`config.mk`:
```
export PLATFORM = sky130hd
export DESIGN_NAME = napt_front_flat
export DESIGN_NICKNAME = d
export VERILOG_FILES = /design/src/hw/rtl/napt_pkg.sv /design/src/hw/rtl/napt_ifs.sv /design/src/hw/rtl/napt_front.sv /design/src/flat_wrapper.sv
export SDC_FILE = /design/constraint.sdc
export NUM_CORES = 1
export LEC_CHECK = 0
export BUFFER_PORTS_ARGS = -buffer_cell sky130_fd_sc_hd__buf_2
export CORE_ASPECT_RATIO = 0.9
export CORE_MARGIN = 2
export CORE_UTILIZATION = 47
export DETAILED_ROUTE_END_ITERATION = 7
export PLACE_DENSITY_LB_ADDON = 0.12
export SLEW_MARGIN = 20
export SYNTH_ARGS = -nofsm -noshare
export SYNTH_HDL_FRONTEND = slang
export SYNTH_SLANG_ARGS = --single-unit
```
`constraint.sdc`:
```
create_clock -name i_clk -period 6.72 [get_ports i_clk]
set_input_delay 0 -clock i_clk [delete_from_list [all_inputs] [get_ports i_clk]]
set_output_delay 0 -clock i_clk [all_outputs]
set_load 0.05 [all_outputs]
```
`src/hw/rtl/napt_pkg.sv`:
```
// shared types, constants and helpers for the napt translation table
package napt_pkg;

    localparam int TABLE_ENTRIES = 1024;
    localparam int IDX_W = (TABLE_ENTRIES > 1) ? $clog2(TABLE_ENTRIES) : 1;
    localparam int CNT_W = IDX_W + 1;
    localparam int CFG_IDX_W = 3;

    localparam logic [7:0] PROTO_TCP = 8'd6;
    localparam logic [7:0] PROTO_UDP = 8'd17;

    localparam logic [7:0] ST_INIT     = 8'hFF;
    localparam logic [7:0] ST_IN_FIN1  = 8'h01;
    localparam logic [7:0] ST_OUT_ACK1 = 8'h02;
    localparam logic [7:0] ST_OUT_FIN2 = 8'h03;
    localparam logic [7:0] ST_OUT_FIN1 = 8'h11;
    localparam logic [7:0] ST_IN_ACK1  = 8'h12;
    localparam logic [7:0] ST_IN_FIN2  = 8'h13;

    localparam logic [CFG_IDX_W-1:0] CFG_PUBLIC_IP   = 3'd0;
    localparam logic [CFG_IDX_W-1:0] CFG_LAN_IP      = 3'd1;
    localparam logic [CFG_IDX_W-1:0] CFG_PREFIX_LEN  = 3'd2;
    localparam logic [CFG_IDX_W-1:0] CFG_UDP_IDLE    = 3'd3;
    localparam logic [CFG_IDX_W-1:0] CFG_PORT_BASE   = 3'd4;

    typedef struct packed {
        logic [7:0]  protocol;
        logic [31:0] src_addr;
        logic [31:0] dst_addr;
        logic [15:0] src_port;
        logic [15:0] dst_port;
        logic        flag_syn;
        logic        flag_ack;
        logic        flag_fin;
        logic        flag_rst;
        logic [31:0] now_seconds;
    } t_in_item;

    typedef struct packed {
        logic        verdict;
        logic [31:0] out_src_addr;
        logic [31:0] out_dst_addr;
        logic [15:0] out_src_port;
        logic [15:0] out_dst_port;
    } t_out_item;

    typedef struct packed {
        logic [CFG_IDX_W-1:0] index;
        logic [31:0]          value;
    } t_cfg_wr;

    typedef struct packed {
        logic [31:0] public_ip;
        logic [31:0] lan_ip;
        logic [5:0]  prefix_len;
        logic [15:0] udp_idle_secs;
        logic [15:0] port_base;
    } t_cfg;

    typedef struct packed {
        t_in_item item;
        logic     outbound;
    } t_q_ent;

    typedef struct packed {
        logic   vld;
        t_q_ent ent;
    } t_q_rd;

    typedef struct packed {
        logic        valid;
        logic [31:0] addr;
        logic [15:0] port;
        logic [31:0] stamp;
    } t_udp_ent;

    typedef struct packed {
        logic             valid;
        logic [31:0]      addr;
        logic [15:0]      port;
        logic [IDX_W-1:0] pidx;
        logic [7:0]       st;
    } t_tcp_ent;

    function automatic logic [15:0] pub_port(input logic [15:0] base,
                                             input logic [IDX_W-1:0] idx);
        return base + 16'(idx);
    endfunction

endpackage

```
`src/hw/rtl/napt_ifs.sv`:
```
// valid/ready channel interfaces for packets, results and config writes
interface napt_in_if;
    import napt_pkg::*;
    logic     valid;
    logic     ready;
    t_in_item data;
    modport source (output valid, output data, input ready);
    modport sink (input valid, input data, output ready);
endinterface


interface napt_cfg_if;
    import napt_pkg::*;
    logic    valid;
    logic    ready;
    t_cfg_wr data;
    modport source (output valid, output data, input ready);
    modport sink (input valid, input data, output ready);
endinterface

```
`src/hw/rtl/napt_front.sv`:
```
// front end: config registers, lan-side classification and packet queue
module napt_front (
    input  logic                 i_clk,
    input  logic                 i_rst_n,
    napt_in_if.sink              i_in,
    napt_cfg_if.sink             i_cfg,
    input  logic                 i_pop,
    output napt_pkg::t_q_rd      o_q,
    output napt_pkg::t_cfg       o_cfg
);
    import napt_pkg::*;

    t_cfg        r_cfg;
    t_q_ent      r_mem [2];
    logic        r_wp, r_rp;
    logic [1:0]  r_cnt;
    logic [31:0] mask;
    logic        push;
    t_q_ent      ent;

    always_comb begin
        if (r_cfg.prefix_len == 6'd0) begin
            mask = '0;
        end else if (r_cfg.prefix_len >= 6'd32) begin
            mask = '1;
        end else begin
            mask = ~(32'hFFFF_FFFF >> r_cfg.prefix_len);
        end
    end

    assign ent.item     = i_in.data;
    assign ent.outbound = (i_in.data.src_addr & mask) == (r_cfg.lan_ip & mask);
    assign i_in.ready   = (r_cnt != 2'd2);
    assign push         = i_in.valid && i_in.ready;
    assign i_cfg.ready  = 1'b1;
    assign o_q.vld      = (r_cnt != 2'd0);
    assign o_q.ent      = r_mem[r_rp];
    assign o_cfg        = r_cfg;

    always_ff @(posedge i_clk) begin
        if (!i_rst_n) begin
            r_cfg.public_ip     <= '0;
            r_cfg.lan_ip        <= '0;
            r_cfg.prefix_len    <= 6'd24;
            r_cfg.udp_idle_secs <= 16'd30;
            r_cfg.port_base     <= 16'd10000;
        end else if (i_cfg.valid) begin
            case (i_cfg.data.index)
                CFG_PUBLIC_IP:   r_cfg.public_ip     <= i_cfg.data.value;
                CFG_LAN_IP:      r_cfg.lan_ip        <= i_cfg.data.value;
                CFG_PREFIX_LEN:  r_cfg.prefix_len    <= i_cfg.data.value[5:0];
                CFG_UDP_IDLE:    r_cfg.udp_idle_secs <= i_cfg.data.value[15:0];
                CFG_PORT_BASE:   r_cfg.port_base     <= i_cfg.data.value[15:0];
                default: ;
            endcase
        end
    end

    always_ff @(posedge i_clk) begin
        if (push) begin
            r_mem[r_wp] <= ent;
        end
    end

    always_ff @(posedge i_clk) begin
        if (!i_rst_n) begin
            r_wp  <= 1'b0;
            r_rp  <= 1'b0;
            r_cnt <= 2'd0;
        end else begin
            if (push) begin
                r_wp <= ~r_wp;
            end
            if (i_pop) begin
                r_rp <= ~r_rp;
            end
            r_cnt <= r_cnt + 2'(push) - 2'(i_pop);
        end
    end

endmodule

```
`src/flat_wrapper.sv`:
```
// flat-port wrapper written by rule: the top's interface ports become plain ports
module napt_front_flat import napt_pkg::*;
  (i_clk, i_rst_n, i_pop, o_q, o_cfg, i_in_valid, i_in_data, i_in_ready, i_cfg_valid, i_cfg_data, i_cfg_ready);
  napt_in_if i_in_i ();
  napt_cfg_if i_cfg_i ();
  input  logic i_clk;
  input  logic i_rst_n;
  input  logic i_pop;
  output napt_pkg::t_q_rd o_q;
  output napt_pkg::t_cfg o_cfg;
  input wire logic [$bits(i_in_i.valid)-1:0] i_in_valid;
  input wire logic [$bits(i_in_i.data)-1:0] i_in_data;
  output wire logic [$bits(i_in_i.ready)-1:0] i_in_ready;
  input wire logic [$bits(i_cfg_i.valid)-1:0] i_cfg_valid;
  input wire logic [$bits(i_cfg_i.data)-1:0] i_cfg_data;
  output wire logic [$bits(i_cfg_i.ready)-1:0] i_cfg_ready;
  assign i_in_i.valid = i_in_valid;
  assign i_in_i.data = i_in_data;
  assign i_in_ready = i_in_i.ready;
  assign i_cfg_i.valid = i_cfg_valid;
  assign i_cfg_i.data = i_cfg_data;
  assign i_cfg_ready = i_cfg_i.ready;
  napt_front u_core (.i_clk(i_clk), .i_rst_n(i_rst_n), .i_in(i_in_i), .i_cfg(i_cfg_i), .i_pop(i_pop), .o_q(o_q), .o_cfg(o_cfg));
endmodule
```
==> results.txt <==
The fraction of synthesis flops using an asynchronous set or reset pin is 0%. The highest ir drop seen on vdd came out at 185.4 uV. The post-synthesis average cell area is 14.60 sq um. The total area inside the core boundary comes to 0.03099 sq mm. The measured slew at the worst slew-check pin is 1.020 ns.

The capturing element of the worst setup path is o_q[42]. The total of cells resized after clock tree synthesis came out at 0. The startpoint of the most critical register-to-register path is u_core.o_cfg[37]$_SDFFE_PN0P_. The number of antenna violations at the first check in global routing is 1. Hold is met by 0.02668 ns.

The max-slew violation count came out at 0. In this run the critical register-to-register path is captured at u_core.r_mem[0][0]$_DFFE_PP_. Setup repair after global routing left no endpoint under its margin.

The average detailed-routed wire length per instance is 19.36 um. STA classifies the critical path endpoint as an output port. The CTS clock-pin slew for the worst setup and hold paths is 0.06 ns. The maximum number of pins on one net before global-route repair is 108. The count of input and output buffers is 424. The run finished with clean final reports. The CTS buffer count came out at 40. The static power due to leakage is 7.868 nW. Buffers added to address setup during post-CTS repair amount to 0.

The slowest stage of the critical path belongs to the cell dfxtp_4. The final setup TNS is 0 ns. The power per cell area is 325.0 mW/mm^2. The average via count per standard cell is 5.013. The area fraction of the dominant cell type after synthesis is 57.21%. The count of different cell masters after synthesis came out at 47.

Data on the critical path arrives at its endpoint at 3.07 ns. After synthesis the cells add up to 0.01480 sq mm. The number of storage elements in the synthesis netlist came out at 389. The number of nets handed over by synthesis was 1,196. Sequential elements use 71.68% of the synthesized area.

In this run the count of I/O pins placed on the die edge is 426. The routed layout has 10,260 vias. In the post-synthesis netlist, the biggest area contributors are edfxtp_1 (57%), dfxtp_1 (14%), mux2_2 (11%). Across the run, the number of max-cap violations was 0.

The number of flops mapped to enable cells by yosys is 282. The number of DRC markers in iteration 0 is 677. The area occupied by registers came out at 0.01061 sq mm. The routed wire length is 39.63 mm. For this run, the total global-route usage over all layers was measured as 23.19%.

The maximum level of the CTS H-tree came out at 2. TritonCTS built the clock tree. The commonest cells after synthesis are edfxtp_1 (282), nand2_1 (206), mux2_2 (141), dfxtp_1 (107), a21boi_0 (86). The count of synthesis-stage warnings from yosys came out at 0. Summed over all layers, the global routing overflow is 0. The number of filler instances in the final layout is 2,392. The number of global-route vias before repair came out at 10,200. The overall die height came out at 172.4 um.

The wire length of the first global-routing pass came out at 57.96 mm. The number of failing hold endpoints at the final stage came out at 0. The worst endpoint required time is 6.72 ns. The number of hold-repair buffers added at the cts stage is 176.

The global placement routability congestion is 0.8330. In this run the clock root is driven by a clkbuf_16. The footprint of the multi-input gates came out at 0.003968 sq mm. The maximum buffer depth of the clock tree came out at 3. The number of rows created at floorplan is 61. The critical path goes through buf_4 -> mux2_2 -> buf_2. Timing would allow up to 326.3 MHz. For this run, design rule violations remaining after detail routing come to 0. The effective utilization at floorplan is 47.77%. The fraction of layout instances using a drive strength above 1 is 38.97%. The number of cells on the worst reg-to-reg path is 5. The post-route antenna net violation count came out at 0.

The kind of critical path is reg -> out. The tightest min-delay check is of the in -> reg type. The minimum clock period after layout came out at 3.065 ns.

The design draws 6.594 mW. The worst clock skew on the final layout is 0.01547 ns. The sink count of the clock tree came out at 389. The setup check on the worst reg-to-reg path leaves a slack of 4.50 ns. Setup violations remaining at the end of the flow were counted as 0. For this run, the leading register cell type out of synthesis is edfxtp_1.

The share of the clock period used by the worst path came out at 45.61%. The half-perimeter wire length after placement came out at 26.70 mm. The largest incremental delay on the critical path is 0.94 ns.

The floorplan step set the die width to 191.1 um. The number of nets in the finished design is 1,791. The first-pass iteration count of the detailed router came out at 4. The post-synthesis cell type with the largest combined area is edfxtp_1. The worst setup path is launched from a flip-flop.

The area growth from synthesis to layout is 37.09%. The worst pin sits at a relative slew slack of 31.99%. Among all cell types in the netlist, the one instantiated most often is edfxtp_1. The number of standard cells after synthesis is 1,014. The worst-path maximum fanout is 73. The later pin in the worst-skew pair is clocked with a latency of 0.52 ns. The die footprint came out at 0.03293 sq mm.
registers in the layout (all words and copies together) (netlist names), named ones only:
register / count
u_core.r_cnt: 2
u_core.r_wp: 1
u_core.r_rp: 1
u_core.o_cfg: 102
u_core.r_mem: 282
area by class of cell:
type / count / share of cell area [%]
timing repair buffer: 607 / 19.40
clock inverter: 12 / 0.5364
sequential: 389 / 52.30
multi-input combinational: 566 / 19.55
tap: 409 / 2.522
clock buffer: 58 / 5.580
antenna: 1 / 0.01233
inverter: 5 / 0.09865
metal layers:
metal / up-vias / track usage (%) / part of all wire (%)
li1: 4856 / - / -
met1: 4901 / 30.41 / 42
met2: 440 / 37.92 / 47
met3: 65 / 6.190 / 8.4
met4: 0 / 7.157 / 2.4
met5: - / 0 / 0
layout by cell type, fill, tap and decap left out, types with 8 or more instances in the layout:
cell type,netlist,final
mux2_2,141,141
clkbuf_1,43,11
buf_2,8,424
xnor2_1,23,23
a21boi_0,86,86
xor2_1,12,12
nand3_1,14,14
clkbuf_16,0,41
dfxtp_1,107,106
dlygate4sd3_1,0,176
edfxtp_1,282,282
nand2_1,206,205
nor2_1,10,8
where the power goes:
group	internal, mW	switching (mW)	leakage (nW)	total (mW)
clock	1.24	0.863	0.612	2.11
combinational	0.425	1.07	3.76	1.50
sequential	2.89	0.101	3.50	2.99
worst min path at each step:
stage / depth (start not counted) / endpoint / slack, ns / from
2_1_floorplan: 0 / u_core.r_mem[0][100]$_DFFE_PP_ / 0.1 / i_in_data[99]
3_3_place_gp: 1 / u_core.r_mem[1][139]$_DFFE_PP_ / 0.19 / i_in_data[138]
3_5_place_dp: 1 / u_core.r_mem[0][30]$_DFFE_PP_ / 0.19 / i_in_data[29]
4_1_cts: 4 / u_core.r_wp$_SDFFE_PN0P_ / 0.008 / i_in_valid
5_1_grt: 4 / u_core.r_wp$_SDFFE_PN0P_ / 0.04 / i_in_valid
6_report: 4 / u_core.r_wp$_SDFFE_PN0P_ / 0.03 / i_in_valid
critical path: cells and delay by family (launching register included):
kind	cells	cell delay (ns)
buffers and inverters	2	1.03
DFF	1	0.94
muxes	1	0.42
metrics by stage:
step	util (%)	cells	instance area (sq um)	worst slack, ns
after floorplan	-	1014	14810	1.687
after global placement	55.78	1800	17280	4.207
after detailed placement	55.78	1800	17280	4.178
after CTS	65.47	2046	20290	3.598
after global routing	65.49	2047	20290	3.471
final	65.49	2047	20290	3.655
kinds of logic (layout without fill, tap and decap cells):
logic type      count (synthesis)  after routing  synth area share (%)
simple gates                  264            264                 7.430
mux                           145            145                 11.00
other cells                     1              2               0.02533
fa+ha+maj                       2              2                0.1690
compound gates                119            119                 5.984
buf+inv                        59            682                 1.648
xor+xnor                       35             35                 2.071
flops                         389            389                 71.68
Note: power is estimated with default switching activity, not from simulation.
